`src/rtl/core/rrsp_pkg.sv`:
```
// Shared types and constants for the round-robin stripe placement block.
// No dependencies; every other file of the block refers to it by scoped names.
package rrsp_pkg;

   localparam int MAX_SERVERS_DEF = 64;
   localparam int QUEUE_DEPTH     = 4;
   localparam int ID_W            = 32;
   localparam int ENTRY_W         = 6;
   localparam int CNT7_W          = 7;
   localparam int SLOT_W          = 6;
   localparam int STATUS_W        = 2;
   localparam int NEED_W          = 14;

   localparam logic [STATUS_W-1:0] STATUS_OK      = 2'd0;
   localparam logic [STATUS_W-1:0] STATUS_INVALID = 2'd1;
   localparam logic [STATUS_W-1:0] STATUS_NOSPACE = 2'd2;

   localparam logic REQ_LOAD  = 1'b0;
   localparam logic REQ_PLACE = 1'b1;

   typedef enum logic [1:0] {
      KIND_LOAD,
      KIND_PLACE,
      KIND_BAD
   } kind_type;

   typedef struct packed {
      kind_type            kind;
      logic [ENTRY_W-1:0]  entry_index;
      logic                entry_online;
      logic [ID_W-1:0]     entry_id;
      logic [CNT7_W-1:0]   stripes;
      logic [CNT7_W-1:0]   mirrors;
   } item_type;

   typedef struct packed {
      logic            start;
      logic [ID_W-1:0] dividend;
   } div_req_type;

   typedef struct packed {
      logic            done;
      logic [ID_W-1:0] quotient;
   } div_rsp_type;

endpackage

```
`src/rtl/core/rrsp_if.sv`:
```
// Channel interfaces: request, response and control register write.
// Depends on rrsp_pkg for field widths.
interface rrsp_req_if;
   logic                           valid;
   logic                           ready;
   logic                           req_type;
   logic [rrsp_pkg::ENTRY_W-1:0]   entry_index;
   logic                           entry_online;
   logic [rrsp_pkg::ID_W-1:0]      entry_id;
   logic [rrsp_pkg::CNT7_W-1:0]    stripes_wanted;
   logic [rrsp_pkg::CNT7_W-1:0]    mirrors_wanted;
   modport source (output valid, req_type, entry_index, entry_online, entry_id,
                   stripes_wanted, mirrors_wanted, input ready);
   modport sink (input valid, req_type, entry_index, entry_online, entry_id,
                 stripes_wanted, mirrors_wanted, output ready);
endinterface

interface rrsp_rsp_if;
   logic                           valid;
   logic                           ready;
   logic [rrsp_pkg::ID_W-1:0]      server_id;
   logic [rrsp_pkg::SLOT_W-1:0]    slot;
   logic [rrsp_pkg::CNT7_W-1:0]    stripes_granted;
   logic [rrsp_pkg::STATUS_W-1:0]  status;
   logic                           last;
   modport source (output valid, server_id, slot, stripes_granted, status, last,
                   input ready);
   modport sink (input valid, server_id, slot, stripes_granted, status, last,
                 output ready);
endinterface

interface rrsp_csr_if;
   logic                           valid;
   logic                           ready;
   logic [rrsp_pkg::CNT7_W-1:0]    data;
   modport source (output valid, data, input ready);
   modport sink (input valid, data, output ready);
endinterface

```
`src/rtl/core/rrsp_front.sv`:
```
// Front end: decode incoming words into load, place or bad-request items.
// Depends on rrsp_pkg and rrsp_req_if.
module rrsp_front (
   rrsp_req_if.sink            req,
   input  logic                push_ready,
   output logic                push_valid,
   output rrsp_pkg::item_type  push_item
);

   // classify: a place with a zero count is rejected up front
   always_comb begin
      push_item.entry_index  = req.entry_index;
      push_item.entry_online = req.entry_online;
      push_item.entry_id     = req.entry_id;
      push_item.stripes      = req.stripes_wanted;
      push_item.mirrors      = req.mirrors_wanted;
      if (req.req_type == rrsp_pkg::REQ_LOAD) begin
         push_item.kind = rrsp_pkg::KIND_LOAD;
      end else if (req.stripes_wanted == '0 || req.mirrors_wanted == '0) begin
         push_item.kind = rrsp_pkg::KIND_BAD;
      end else begin
         push_item.kind = rrsp_pkg::KIND_PLACE;
      end
   end

   assign push_valid = req.valid;
   assign req.ready  = push_ready;

endmodule

```
`src/rtl/core/rrsp_queue.sv`:
```
// Short item queue between the front end and the placement engine.
// Depends on rrsp_pkg for the item type and depth.
module rrsp_queue (
   input  logic                clock,
   input  logic                reset,
   input  logic                push_valid,
   output logic                push_ready,
   input  rrsp_pkg::item_type  push_item,
   output logic                pop_valid,
   input  logic                pop,
   output rrsp_pkg::item_type  pop_item
);

   localparam int PTR_W = $clog2(rrsp_pkg::QUEUE_DEPTH);

   rrsp_pkg::item_type  mem_ff [rrsp_pkg::QUEUE_DEPTH];
   logic [PTR_W-1:0]    wr_ptr_ff, wr_ptr_in;
   logic [PTR_W-1:0]    rd_ptr_ff, rd_ptr_in;
   logic [PTR_W:0]      fill_ff, fill_in;
   logic                do_push, do_pop;

   assign push_ready = (fill_ff != (PTR_W+1)'(rrsp_pkg::QUEUE_DEPTH));
   assign pop_valid  = (fill_ff != '0);
   assign pop_item   = mem_ff[rd_ptr_ff];
   assign do_push    = push_valid && push_ready;
   assign do_pop     = pop && pop_valid;

   // advance pointers and fill level
   always_comb begin
      wr_ptr_in = do_push ? wr_ptr_ff + 1'b1 : wr_ptr_ff;
      rd_ptr_in = do_pop  ? rd_ptr_ff + 1'b1 : rd_ptr_ff;
      fill_in   = fill_ff;
      if (do_push && !do_pop) begin
         fill_in = fill_ff + 1'b1;
      end else if (!do_push && do_pop) begin
         fill_in = fill_ff - 1'b1;
      end
   end

   always_ff @(posedge clock) begin
      if (reset) begin
         wr_ptr_ff <= '0;
         rd_ptr_ff <= '0;
         fill_ff   <= '0;
      end else begin
         wr_ptr_ff <= wr_ptr_in;
         rd_ptr_ff <= rd_ptr_in;
         fill_ff   <= fill_in;
      end
   end

   // store payload
   always_ff @(posedge clock) begin
      if (do_push) begin
         mem_ff[wr_ptr_ff] <= push_item;
      end
   end

endmodule

```
`src/rtl/core/rrsp_divider.sv`:
```
// Iterative restoring divider, one quotient bit per cycle.
// Depends on rrsp_pkg for the request and result types.
module rrsp_divider #(
   parameter int DIV_W = 7
) (
   input  logic                  clock,
   input  logic                  reset,
   input  rrsp_pkg::div_req_type div_req,
   input  logic [DIV_W-1:0]      divisor,
   output rrsp_pkg::div_rsp_type div_rsp,
   output logic [DIV_W-1:0]      remainder
);

   localparam int STEP_W = $clog2(rrsp_pkg::ID_W + 1);

   logic [rrsp_pkg::ID_W-1:0] quo_ff, quo_in;
   logic [DIV_W-1:0]          rem_ff, rem_in;
   logic [DIV_W-1:0]          dsr_ff, dsr_in;
   logic [STEP_W-1:0]         step_ff, step_in;
   logic                      busy_ff, busy_in;
   logic                      done_ff, done_in;
   logic [DIV_W:0]            shifted;

   assign shifted = {rem_ff, quo_ff[rrsp_pkg::ID_W-1]};

   // shift one dividend bit in, subtract when it fits
   always_comb begin
      quo_in  = quo_ff;
      rem_in  = rem_ff;
      dsr_in  = dsr_ff;
      step_in = step_ff;
      busy_in = busy_ff;
      done_in = 1'b0;
      if (div_req.start) begin
         quo_in  = div_req.dividend;
         rem_in  = '0;
         dsr_in  = divisor;
         step_in = '0;
         busy_in = 1'b1;
      end else if (busy_ff) begin
         if (shifted >= {1'b0, dsr_ff}) begin
            rem_in = DIV_W'(shifted - {1'b0, dsr_ff});
            quo_in = {quo_ff[rrsp_pkg::ID_W-2:0], 1'b1};
         end else begin
            rem_in = shifted[DIV_W-1:0];
            quo_in = {quo_ff[rrsp_pkg::ID_W-2:0], 1'b0};
         end
         step_in = step_ff + 1'b1;
         if (step_ff == STEP_W'(rrsp_pkg::ID_W - 1)) begin
            busy_in = 1'b0;
            done_in = 1'b1;
         end
      end
   end

   always_ff @(posedge clock) begin
      if (reset) begin
         busy_ff <= 1'b0;
         done_ff <= 1'b0;
         step_ff <= '0;
      end else begin
         busy_ff <= busy_in;
         done_ff <= done_in;
         step_ff <= step_in;
      end
   end

   always_ff @(posedge clock) begin
      quo_ff <= quo_in;
      rem_ff <= rem_in;
      dsr_ff <= dsr_in;
   end

   assign div_rsp.done     = done_ff;
   assign div_rsp.quotient = quo_ff;
   assign remainder        = rem_ff;

endmodule

```
`src/rtl/core/rrsp_engine.sv`:
```
// Back end: server table, online scan, degrade, rotation and result output.
// Depends on rrsp_pkg, rrsp_rsp_if, rrsp_csr_if and rrsp_divider.
module rrsp_engine #(
   parameter int MAX_SERVERS = rrsp_pkg::MAX_SERVERS_DEF
) (
   input  logic                clock,
   input  logic                reset,
   input  logic                pop_valid,
   output logic                pop,
   input  rrsp_pkg::item_type  pop_item,
   rrsp_csr_if.sink            csr,
   rrsp_rsp_if.source          rsp
);

   localparam int IDX_W  = (MAX_SERVERS > 1) ? $clog2(MAX_SERVERS) : 1;
   localparam int CNT_W  = $clog2(MAX_SERVERS + 1);
   localparam int LOAD_W = (IDX_W > rrsp_pkg::ENTRY_W) ? IDX_W + 1 : rrsp_pkg::ENTRY_W + 1;
   localparam int ID_W   = rrsp_pkg::ID_W;
   localparam int NW     = rrsp_pkg::NEED_W;

   typedef enum logic [3:0] {
      ST_IDLE, ST_SCAN, ST_CHECK, ST_DEGRADE, ST_START_MOD, ST_MOD_WAIT,
      ST_RD_LIST, ST_RD_ID, ST_EMIT, ST_ERROR
   } state_type;

   state_type                   state_ff;
   logic [rrsp_pkg::CNT7_W-1:0] server_count_ff;
   logic [MAX_SERVERS-1:0]      online_ff;
   logic [ID_W-1:0]             ids_mem [MAX_SERVERS];
   logic [IDX_W-1:0]            list_mem [MAX_SERVERS];
   logic [IDX_W-1:0]            list_q_ff;
   logic [ID_W-1:0]             id_q_ff;
   logic [CNT_W-1:0]            scan_ff;
   logic [CNT_W-1:0]            oc_ff;
   logic [rrsp_pkg::CNT7_W-1:0] stripes_ff;
   logic [rrsp_pkg::CNT7_W-1:0] mirrors_ff;
   logic [NW-1:0]               need_ff;
   logic [NW-1:0]               k_ff;
   logic [IDX_W-1:0]            pos_ff;
   logic [ID_W-1:0]             v_ff;
   logic [ID_W-1:0]             counter_ff;
   logic [rrsp_pkg::STATUS_W-1:0] err_ff;

   logic                        rsp_valid_ff;
   logic [ID_W-1:0]             rsp_id_ff;
   logic [rrsp_pkg::SLOT_W-1:0] rsp_slot_ff;
   logic [rrsp_pkg::CNT7_W-1:0] rsp_granted_ff;
   logic [rrsp_pkg::STATUS_W-1:0] rsp_status_ff;
   logic                        rsp_last_ff;

   logic [CNT_W-1:0]            count_sat;
   logic [NW-1:0]               product;
   logic [LOAD_W-1:0]           load_ext;
   logic                        load_hit;
   logic                        out_free;
   logic                        emit_now;
   logic                        is_last;
   logic [IDX_W-1:0]            pos_next;
   rrsp_pkg::div_req_type       div_req;
   rrsp_pkg::div_rsp_type       div_rsp;
   logic [CNT_W-1:0]            div_divisor;
   logic [CNT_W-1:0]            div_rem;

   rrsp_divider #(.DIV_W(CNT_W)) u_divider (
      .clock     (clock),
      .reset     (reset),
      .div_req   (div_req),
      .divisor   (div_divisor),
      .div_rsp   (div_rsp),
      .remainder (div_rem)
   );

   // saturate table size, decode load address
   assign count_sat = (32'(server_count_ff) > MAX_SERVERS) ? CNT_W'(MAX_SERVERS)
                                                           : CNT_W'(server_count_ff);
   assign product   = NW'(stripes_ff) * NW'(mirrors_ff);
   assign load_ext  = LOAD_W'(pop_item.entry_index);
   assign load_hit  = (32'(load_ext) < MAX_SERVERS);
   assign out_free  = !rsp_valid_ff || rsp.ready;
   assign emit_now  = out_free && (state_ff == ST_EMIT || state_ff == ST_ERROR);
   assign is_last   = (k_ff + 1'b1 == need_ff);
   assign pos_next  = (v_ff == '1) ? '0 :
                      (CNT_W'(pos_ff) + 1'b1 == oc_ff) ? '0 : pos_ff + 1'b1;
   assign pop       = (state_ff == ST_IDLE) && pop_valid;
   assign csr.ready = 1'b1;

   // kick the divider: degrade quotient or rotation start position
   always_comb begin
      div_req.start    = 1'b0;
      div_req.dividend = ID_W'(oc_ff);
      div_divisor      = CNT_W'(mirrors_ff);
      if (state_ff == ST_CHECK) begin
         div_req.start = !(NW'(oc_ff) < NW'(mirrors_ff)) && (NW'(oc_ff) < product);
      end else if (state_ff == ST_START_MOD) begin
         div_req.start    = 1'b1;
         div_req.dividend = counter_ff;
         div_divisor      = oc_ff;
      end
   end

   // sequence one queued item
   always_ff @(posedge clock) begin
      if (reset) begin
         state_ff        <= ST_IDLE;
         server_count_ff <= '0;
         online_ff       <= '0;
         counter_ff      <= '0;
         rsp_valid_ff    <= 1'b0;
      end else begin
         if (csr.valid) begin
            server_count_ff <= csr.data;
         end
         // drop the output word once taken, unless a new one replaces it
         if (rsp_valid_ff && rsp.ready && !emit_now) begin
            rsp_valid_ff <= 1'b0;
         end
         unique case (state_ff)
            ST_IDLE: begin
               if (pop_valid) begin
                  unique case (pop_item.kind)
                     rrsp_pkg::KIND_LOAD: begin
                        if (load_hit) begin
                           online_ff[load_ext[IDX_W-1:0]] <= pop_item.entry_online;
                        end
                     end
                     rrsp_pkg::KIND_BAD: begin
                        err_ff   <= rrsp_pkg::STATUS_INVALID;
                        state_ff <= ST_ERROR;
                     end
                     default: begin
                        stripes_ff <= pop_item.stripes;
                        mirrors_ff <= pop_item.mirrors;
                        scan_ff    <= '0;
                        oc_ff      <= '0;
                        state_ff   <= ST_SCAN;
                     end
                  endcase
               end
            end
            ST_SCAN: begin
               if (scan_ff < count_sat) begin
                  if (online_ff[scan_ff[IDX_W-1:0]]) begin
                     oc_ff <= oc_ff + 1'b1;
                  end
                  scan_ff <= scan_ff + 1'b1;
               end else begin
                  state_ff <= ST_CHECK;
               end
            end
            ST_CHECK: begin
               if (NW'(oc_ff) < NW'(mirrors_ff)) begin
                  err_ff   <= rrsp_pkg::STATUS_NOSPACE;
                  state_ff <= ST_ERROR;
               end else if (NW'(oc_ff) < product) begin
                  state_ff <= ST_DEGRADE;
               end else begin
                  state_ff <= ST_START_MOD;
               end
            end
            ST_DEGRADE: begin
               if (div_rsp.done) begin
                  stripes_ff <= (div_rsp.quotient == '0) ? rrsp_pkg::CNT7_W'(1)
                                : div_rsp.quotient[rrsp_pkg::CNT7_W-1:0];
                  state_ff   <= ST_START_MOD;
               end
            end
            ST_START_MOD: begin
               need_ff  <= product;
               state_ff <= ST_MOD_WAIT;
            end
            ST_MOD_WAIT: begin
               if (div_rsp.done) begin
                  pos_ff   <= div_rem[IDX_W-1:0];
                  v_ff     <= counter_ff;
                  k_ff     <= '0;
                  state_ff <= ST_RD_LIST;
               end
            end
            ST_RD_LIST: begin
               state_ff <= ST_RD_ID;
            end
            ST_RD_ID: begin
               state_ff <= ST_EMIT;
            end
            ST_EMIT: begin
               if (out_free) begin
                  rsp_valid_ff   <= 1'b1;
                  rsp_id_ff      <= id_q_ff;
                  rsp_slot_ff    <= k_ff[rrsp_pkg::SLOT_W-1:0];
                  rsp_granted_ff <= stripes_ff;
                  rsp_status_ff  <= rrsp_pkg::STATUS_OK;
                  rsp_last_ff    <= is_last;
                  k_ff           <= k_ff + 1'b1;
                  v_ff           <= v_ff + 1'b1;
                  pos_ff         <= pos_next;
                  if (is_last) begin
                     counter_ff <= counter_ff + ID_W'(need_ff);
                     state_ff   <= ST_IDLE;
                  end else begin
                     state_ff <= ST_RD_LIST;
                  end
               end
            end
            ST_ERROR: begin
               if (out_free) begin
                  rsp_valid_ff   <= 1'b1;
                  rsp_id_ff      <= '0;
                  rsp_slot_ff    <= '0;
                  rsp_granted_ff <= '0;
                  rsp_status_ff  <= err_ff;
                  rsp_last_ff    <= 1'b1;
                  state_ff       <= ST_IDLE;
               end
            end
            default: begin
               state_ff <= ST_IDLE;
            end
         endcase
      end
   end

   // server id table: write on load, registered read
   always_ff @(posedge clock) begin
      if (state_ff == ST_IDLE && pop_valid && pop_item.kind == rrsp_pkg::KIND_LOAD
          && load_hit) begin
         ids_mem[load_ext[IDX_W-1:0]] <= pop_item.entry_id;
      end
      id_q_ff <= ids_mem[list_q_ff];
   end

   // online list: append during scan, registered read
   always_ff @(posedge clock) begin
      if (state_ff == ST_SCAN && scan_ff < count_sat && online_ff[scan_ff[IDX_W-1:0]]) begin
         list_mem[oc_ff[IDX_W-1:0]] <= scan_ff[IDX_W-1:0];
      end
      list_q_ff <= list_mem[pos_ff];
   end

   assign rsp.valid           = rsp_valid_ff;
   assign rsp.server_id       = rsp_id_ff;
   assign rsp.slot            = rsp_slot_ff;
   assign rsp.stripes_granted = rsp_granted_ff;
   assign rsp.status          = rsp_status_ff;
   assign rsp.last            = rsp_last_ff;

endmodule

```
`src/rtl/core/round_robin_stripe_placement.sv`:
```
// Round-robin stripe placement. A load is taken in the engine's idle state; a
// place request scans the table up to the server count, divides once when the
// stripe count degrades, divides for the rotation start position, then emits
// each slot after two chained table reads (online list, then server id). A
// zero-count request is rejected without a scan, one with too few online servers after it. One request at a time.
// Synchronous active-high reset clears the online flags, rotation counter,
// server count, queue and output register; the server id table is not cleared.
module round_robin_stripe_placement #(
   parameter int MAX_SERVERS = rrsp_pkg::MAX_SERVERS_DEF
) (
   input  logic        clock,
   input  logic        reset,
   rrsp_req_if.sink    req,
   rrsp_rsp_if.source  rsp,
   rrsp_csr_if.sink    csr
);

   logic                push_valid, push_ready;
   logic                pop_valid, pop;
   rrsp_pkg::item_type  push_item, pop_item;

   rrsp_front u_front (
      .req        (req),
      .push_ready (push_ready),
      .push_valid (push_valid),
      .push_item  (push_item)
   );

   rrsp_queue u_queue (
      .clock      (clock),
      .reset      (reset),
      .push_valid (push_valid),
      .push_ready (push_ready),
      .push_item  (push_item),
      .pop_valid  (pop_valid),
      .pop        (pop),
      .pop_item   (pop_item)
   );

   rrsp_engine #(.MAX_SERVERS(MAX_SERVERS)) u_engine (
      .clock     (clock),
      .reset     (reset),
      .pop_valid (pop_valid),
      .pop       (pop),
      .pop_item  (pop_item),
      .csr       (csr),
      .rsp       (rsp)
   );

endmodule
```
`src/flat_wrapper.sv`:
```
// flat-port wrapper written by rule: the top's interface ports become plain ports
module round_robin_stripe_placement_flat 
#(
   parameter int MAX_SERVERS = rrsp_pkg::MAX_SERVERS_DEF
)
  (clock, reset, req_valid, req_req_type, req_entry_index, req_entry_online, req_entry_id, req_stripes_wanted, req_mirrors_wanted, req_ready, rsp_valid, rsp_server_id, rsp_slot, rsp_stripes_granted, rsp_status, rsp_last, rsp_ready, csr_valid, csr_data, csr_ready);
  rrsp_req_if req_i ();
  rrsp_rsp_if rsp_i ();
  rrsp_csr_if csr_i ();
  input  logic clock;
  input  logic reset;
  input wire logic [$bits(req_i.valid)-1:0] req_valid;
  input wire logic [$bits(req_i.req_type)-1:0] req_req_type;
  input wire logic [$bits(req_i.entry_index)-1:0] req_entry_index;
  input wire logic [$bits(req_i.entry_online)-1:0] req_entry_online;
  input wire logic [$bits(req_i.entry_id)-1:0] req_entry_id;
  input wire logic [$bits(req_i.stripes_wanted)-1:0] req_stripes_wanted;
  input wire logic [$bits(req_i.mirrors_wanted)-1:0] req_mirrors_wanted;
  output wire logic [$bits(req_i.ready)-1:0] req_ready;
  output wire logic [$bits(rsp_i.valid)-1:0] rsp_valid;
  output wire logic [$bits(rsp_i.server_id)-1:0] rsp_server_id;
  output wire logic [$bits(rsp_i.slot)-1:0] rsp_slot;
  output wire logic [$bits(rsp_i.stripes_granted)-1:0] rsp_stripes_granted;
  output wire logic [$bits(rsp_i.status)-1:0] rsp_status;
  output wire logic [$bits(rsp_i.last)-1:0] rsp_last;
  input wire logic [$bits(rsp_i.ready)-1:0] rsp_ready;
  input wire logic [$bits(csr_i.valid)-1:0] csr_valid;
  input wire logic [$bits(csr_i.data)-1:0] csr_data;
  output wire logic [$bits(csr_i.ready)-1:0] csr_ready;
  assign req_i.valid = req_valid;
  assign req_i.req_type = req_req_type;
  assign req_i.entry_index = req_entry_index;
  assign req_i.entry_online = req_entry_online;
  assign req_i.entry_id = req_entry_id;
  assign req_i.stripes_wanted = req_stripes_wanted;
  assign req_i.mirrors_wanted = req_mirrors_wanted;
  assign req_ready = req_i.ready;
  assign rsp_valid = rsp_i.valid;
  assign rsp_server_id = rsp_i.server_id;
  assign rsp_slot = rsp_i.slot;
  assign rsp_stripes_granted = rsp_i.stripes_granted;
  assign rsp_status = rsp_i.status;
  assign rsp_last = rsp_i.last;
  assign rsp_i.ready = rsp_ready;
  assign csr_i.valid = csr_valid;
  assign csr_i.data = csr_data;
  assign csr_ready = csr_i.ready;
  round_robin_stripe_placement #(.MAX_SERVERS(MAX_SERVERS)) u_core (.clock(clock), .reset(reset), .req(req_i), .rsp(rsp_i), .csr(csr_i));
endmodule
```
`config.mk`:
```
export PLATFORM = sky130hd
export DESIGN_NAME = round_robin_stripe_placement_flat
export DESIGN_NICKNAME = d
export VERILOG_FILES = /design/src/rtl/core/rrsp_pkg.sv /design/src/rtl/core/rrsp_if.sv /design/src/rtl/core/rrsp_front.sv /design/src/rtl/core/rrsp_queue.sv /design/src/rtl/core/rrsp_divider.sv /design/src/rtl/core/rrsp_engine.sv /design/src/rtl/core/round_robin_stripe_placement.sv /design/src/flat_wrapper.sv
export SDC_FILE = /design/constraint.sdc
export NUM_CORES = 2
export LEC_CHECK = 0
export BUFFER_PORTS_ARGS = -buffer_cell sky130_fd_sc_hd__buf_2
export CAP_MARGIN = 5
export CORE_ASPECT_RATIO = 1.75
export CORE_MARGIN = 2
export CORE_UTILIZATION = 53
export DETAILED_ROUTE_END_ITERATION = 16
export PLACE_DENSITY = 0.71
export SLEW_MARGIN = 15
export SYNTH_ARGS = -nofsm -noshare
export SYNTH_HDL_FRONTEND = slang
export SYNTH_HIERARCHICAL = 1
export SYNTH_SLANG_ARGS = --single-unit
```
`constraint.sdc`:
```
create_clock -name clock -period 6 [get_ports clock]
set_input_delay 0.6 -clock clock [delete_from_list [all_inputs] [get_ports clock]]
set_output_delay 0.6 -clock clock [all_outputs]
set_load 0.05 [all_outputs]
```
* Yosys cells after proc, flatten, opt, wreduce, memory -nomap -nowiden
Memories as Yosys holds them, arrays and structs flattened. A register that Yosys moved wholly into a read port is not among the register bits. Cells that the tools add are included.
Storage, ports and cells: input port bits 66, memories 3, memory bits (writable) 2652, register bits 313
Memory list:
- u_core.u_engine.ids_mem | depth 64, bits a word 32, read ports 1, clocked after memory_dff 1, wr ports 1, line rrsp_engine.sv:29 | logic [ID_W-1:0] ids_mem [MAX_SERVERS];
- u_core.u_engine.list_mem | depth 64, bits a word 6, read ports 1, clocked after memory_dff 1, wr ports 1, line rrsp_engine.sv:30 | logic [IDX_W-1:0] list_mem [MAX_SERVERS];
- u_core.u_queue.mem_ff | depth 4, bits a word 55, read ports 1, clocked after memory_dff 1, wr ports 1, line rrsp_queue.sv:16 | rrsp_pkg::item_type mem_ff [rrsp_pkg::QUEUE_DEPTH];
Cells by class: $lt $le $gt $ge 9, mux-type cells 87, bitwise logic cells 3, reduce and logical (&&, ||, !) cells 50, eq/ne operators 27, multiply operators 1, $add $sub $neg 13
Operators with widths (count):
- $mux W32 | 7
- $pmux W32 S2 | 2
- $mux W7 | 15
- $bwmux W64 | 1
- $pmux W7 S2 | 4
- $pmux W4 S10 | 1
- $mux W6 | 6
- $mux W33 | 1
- $add A32 B1 Y32 const B | 1
- $add A32 B14 Y32 | 1
- $eq A32 B32 Y1 const B | 1
- $logic_not A32 Y1 | 1
- $mux W14 | 2
- $mux W4 | 7
- $pmux W14 S2 | 1
- $pmux W6 S2 | 2
- $lt A6 B7 Y1 const B | 3
- $mux W1 | 19
- $mux W2 | 9
- $eq A4 B3 Y1 const B | 4
- $reduce_and A4 Y1 | 4
- $reduce_and A5 Y1 | 3
- $add A14 B1 Y14 const B | 1
- $add A7 B1 Y7 const B | 2
- other kinds (43) | 92

* Longest topological paths before layout
depth after elaboration 8, mapped depth 25, mapped depth without buffers 24

* Hierarchy
The synthesis kept the hierarchy.
Modules (own cells, without submodules):
- rrsp_engine | area an instance 108198.8 µm², times used 1, cells an instance 5150
- rrsp_queue | area an instance 8470.6 µm², times used 1, cells an instance 335
- rrsp_divider | area an instance 2697.6 µm², times used 1, cells an instance 211
- rrsp_front | area an instance 467.9 µm², times used 1, cells an instance 61

* Worst setup path before layout
OpenSTA, ideal clock, no wires.
path kind flip-flop to flip-flop, start point register u_core/u_engine/mirrors_ff[1] (netlist bit), end point register u_core/u_engine/u_divider/quo_ff[0] (netlist bit) (enable), slack -0.286 ns, setup time 0.375 ns, stages on the path, launching flop included 22, path buffers 2, data arrival time 5.911 ns, cell sequence edfxtp_1 and2_1 fa_1 inv_1 fa_1 inv_1 fa_1 inv_1 fa_1 inv_1 ha_1 o21a_1 o21a_1 a2111oi_2 nor2_1 a211oi_1 nor4_1 nand2b_1 nand2b_1 clkbuf_1 buf_1 or2_2
RTL lines:
- start, declared | line rrsp_engine.sv:36 | logic [rrsp_pkg::CNT7_W-1:0] mirrors_ff;
- start signal, assigned | line rrsp_engine.sv:132 | mirrors_ff <= pop_item.mirrors;
- end signal, assigned | line rrsp_divider.sv:69 | quo_ff <= quo_in;
- end, declared | line rrsp_divider.sv:16 | logic [rrsp_pkg::ID_W-1:0] quo_ff, quo_in;

==> results.md <==
* Run status: completed
* Pwr dens at 404 mW/mm²
* Clock Latency Late Sink at about 0.84 ns
* DR pass1 iterations at 5
* Worst Path Required at roughly 6.6 ns
* PnR worst setup slack at about 0.24 ns
* Area grow syn2layout at 12.0%
* Tmin final at 5.76 ns
* Post-DP Area at 0.125 mm²
* Most frequent cells in the layout: edfxtp_1 (2835), mux4_2 (837), clkbuf_16 (284)
* Mapped Cells at 5757
* Die area at approximately 0.23 mm²
* Nets at between 6000 and 7000
* CP dominant cell by count: inv_1
* CTS tree: yes
* CP peak stage delay at 0.52 ns
* CP max FO at 8
* Setup tns final at 0 ns
* ANT nets after route at 0
* Slew at the pin closest to its max-slew limit at 1.12 ns
* # DRC at 0
* Final instance area at 0.134 mm²
* H-tree Lvls at 5
* CTS buffer count at about 270
* Ys flop type: edfxtp_1
* Startpoint types: register
* Final setup fails at 0
* Leak pwr at between 40 and 50 nW
* Gpl congestion at 0.865
* Slew Viols, Final at 0
* Count of unique library cells instantiated by Yosys at 89
* Hpwl dp at 174 mm
* Mapped Nets at 5932
* Commonest non-fill, non-tap cell in the layout: edfxtp_1
* Register area share after synthesis at 0.739
* Register bit total from synthesis at ~3000
* Die height at about 630 µm
* Final Util at 0.598
* Data arrival, critical path at 6.33 ns
* Ys Warns at 6
* Hold Crit Class: in2reg
* Peak supply drop at 0.276 mV
* Share of cells above drive strength 1 at 0.278
* CTS sink count at between 3000 and 4000
* Pre-CTS setup slack at between 0.15 and 0.2 ns
* Root buffer cell: clkbuf_16
* Count of max-cap constraint violations at 0
* DR vias at between 50000 and 60000
* Row cnt at between 200 and 250
* I/O pins at 117
* Total Power at around 54 mW
* Clk pin slew, worst setup/hold paths at around 0.060 ns
* Async set-reset flop share out of synthesis at 0
* Final Non-Filler Cells at slightly above 9000
* Vias per Instance at 6.34
* Relative slew slack at 0.253
* Die W at ~360 µm
* First-pass GRT wire length at 412 mm
* Max Clk Rate at roughly 0.17 GHz
* Per-cell routed wire length at approximately 31 µm
* Number of DRC markers in iteration 0 at ~6000
* Placed cell count at approximately 8600
* Vias in the first global route at approximately 60000
* Fin Clk Skew at about 0.057 ns
* Core ar. at around 0.22 mm²
* Gr ovfl total at 0
* Worst setup EP type: register
* Largest net degree at the start of global routing at 117
* Final hold vios at 0
* Clock buffer depth at 4
* Synthesized area at between 0.1 and 0.15 mm²
* Tot GR Track Use at 0.248
* Initial antenna violation count at 32
* Slowest-stage cell, CP: fa_1
* Post-route clock period utilization at 0.959
* Syn Area/Cell at between 20 and 25 µm²
* Hold Slack at around 0.041 ns
* PortBufs at about 120
* Initial Utilization at 0.534
* Critical path class: reg2reg
* Number of synthesized flops with an enable pin at approximately 2800
* Final wirelength at approximately 280 mm
-- cells by family after synthesis --
group	after synthesis	share of synthesized area
flops	3005	0.739
mux	956	0.172
simple gates	797	0.0338
buf+inv	438	0.0173
compound gates	343	0.0170
fa+ha+maj	109	0.0131
xor+xnor	108	0.00825
other cells	1	0.0000313
-- power by group --
part | leakage (nW) | internal (mW) | switching, mW
sequential | 26.9 | 25.9 | 0.563
combinational | 11.1 | 3.73 | 6.58
clock | 4.24 | 9.88 | 7.53
total | 42.3 | 39.5 | 14.7
-- layer usage --
layer  up-vias  routed length, µm  track usage
met2      2256             156000        0.453
met3       595              16400       0.0313
met4        14              12000       0.0979
met1     31100             100000        0.299
li1      24100                  -            -
met5         -                 91            0
-- path summary, 6_finish.rpt --
path / slack [ns] / cells after the start / endpoint / startpoint
worst max-delay path: 0.24 / 25 / u_core/u_engine/u_divider/quo_ff[16] / u_core/u_engine/stripes_ff[5]
worst min-delay path: 0.04 / 3 / u_core/u_engine/server_count_ff[5] / csr_data[5]
worst max register to register: 0.24 / 25 / u_core/u_engine/u_divider/quo_ff[16] / u_core/u_engine/stripes_ff[5]
worst min register to register: 0.47 / 2 / u_core/u_engine/online_ff[41] / u_core/u_engine/online_ff[41]
-- final cells by class --
cell class	count	area (µm²)
fill	15600	90300
tap	2900	3630
clock buffer	335	7370
antenna	14	35.0
sequential	3005	88600
clock inverter	145	1420
multi-input combinational	2315	29800
inverter	80	303
timing repair buffer	365	3030
-- synth_stat cells, types with 19 or more instances --
cell,instances,share of area
dfxtp_1,170,0.028
xor2_1,55,0.0040
buf_1,69,0.0022
mux4_2,851,0.16
xnor2_1,50,0.0037
nor4_1,24,0.0013
nand4_1,21,0.0011
nand2_1,184,0.0058
nor3_1,19,0.00079
edfxtp_1,2835,0.71
clkbuf_1,190,0.0060
mux2i_1,28,0.0023
nand3_1,39,0.0016
ha_1,82,0.0086
fa_1,27,0.0045
inv_1,80,0.0025
and3_1,20,0.0010
nand2b_1,19,0.00099
nor2_1,244,0.0076
o21ai_0,137,0.0057
buf_4,66,0.0041
a21oi_1,103,0.0043
and2_1,71,0.0037
nor2b_1,54,0.0028
mux2_2,52,0.0049
-- flip-flops by register name (all words and copies together), names as in the netlist, 7 cells and up, named ones only --
name                                 cells
u_core/u_engine/u_divider/remainder      7
u_core/u_engine/u_divider/quo_ff        32
u_core/u_engine/scan_ff                  7
u_core/u_queue/mem_ff                  220
u_core/u_engine/v_ff                    32
u_core/u_engine/server_count_ff          7
u_core/u_engine/u_divider/dsr_ff         7
u_core/u_engine/rsp.stripes_granted      7
u_core/u_engine/rsp.server_id           32
u_core/u_engine/id_q_ff                 32
u_core/u_engine/oc_ff                    7
u_core/u_engine/need_ff                 14
u_core/u_engine/list_mem               384
u_core/u_engine/stripes_ff               7
u_core/u_engine/mirrors_ff               7
u_core/u_engine/ids_mem               2048
u_core/u_engine/k_ff                    14
u_core/u_engine/counter_ff              32
u_core/u_engine/online_ff               64
-- worst max-delay path, delay by kind of cell (launching register included) --
kind	cells	cell delay, ns
buffers and inverters	10	0.99
adders and majority gates	6	2.50
AOI/OAI and AO/OA	3	0.49
muxes	1	0.27
xor gates and xnor gates	1	0.13
DFF	1	0.40
and+or+nand+nor	4	0.71
-- what timing repair did --
| action | in CTS | in global routing |
|---|---|---|
| endpoints found under the hold margin | 209 | 0 |
| setup buffers | 0 | 7 |
| gates resized for setup | 0 | 15 |
| hold buffers | 57 | 0 |
| setup endpoints to repair | 0 | 78 |
No activity file was read; power rests on OpenSTA's default activity.
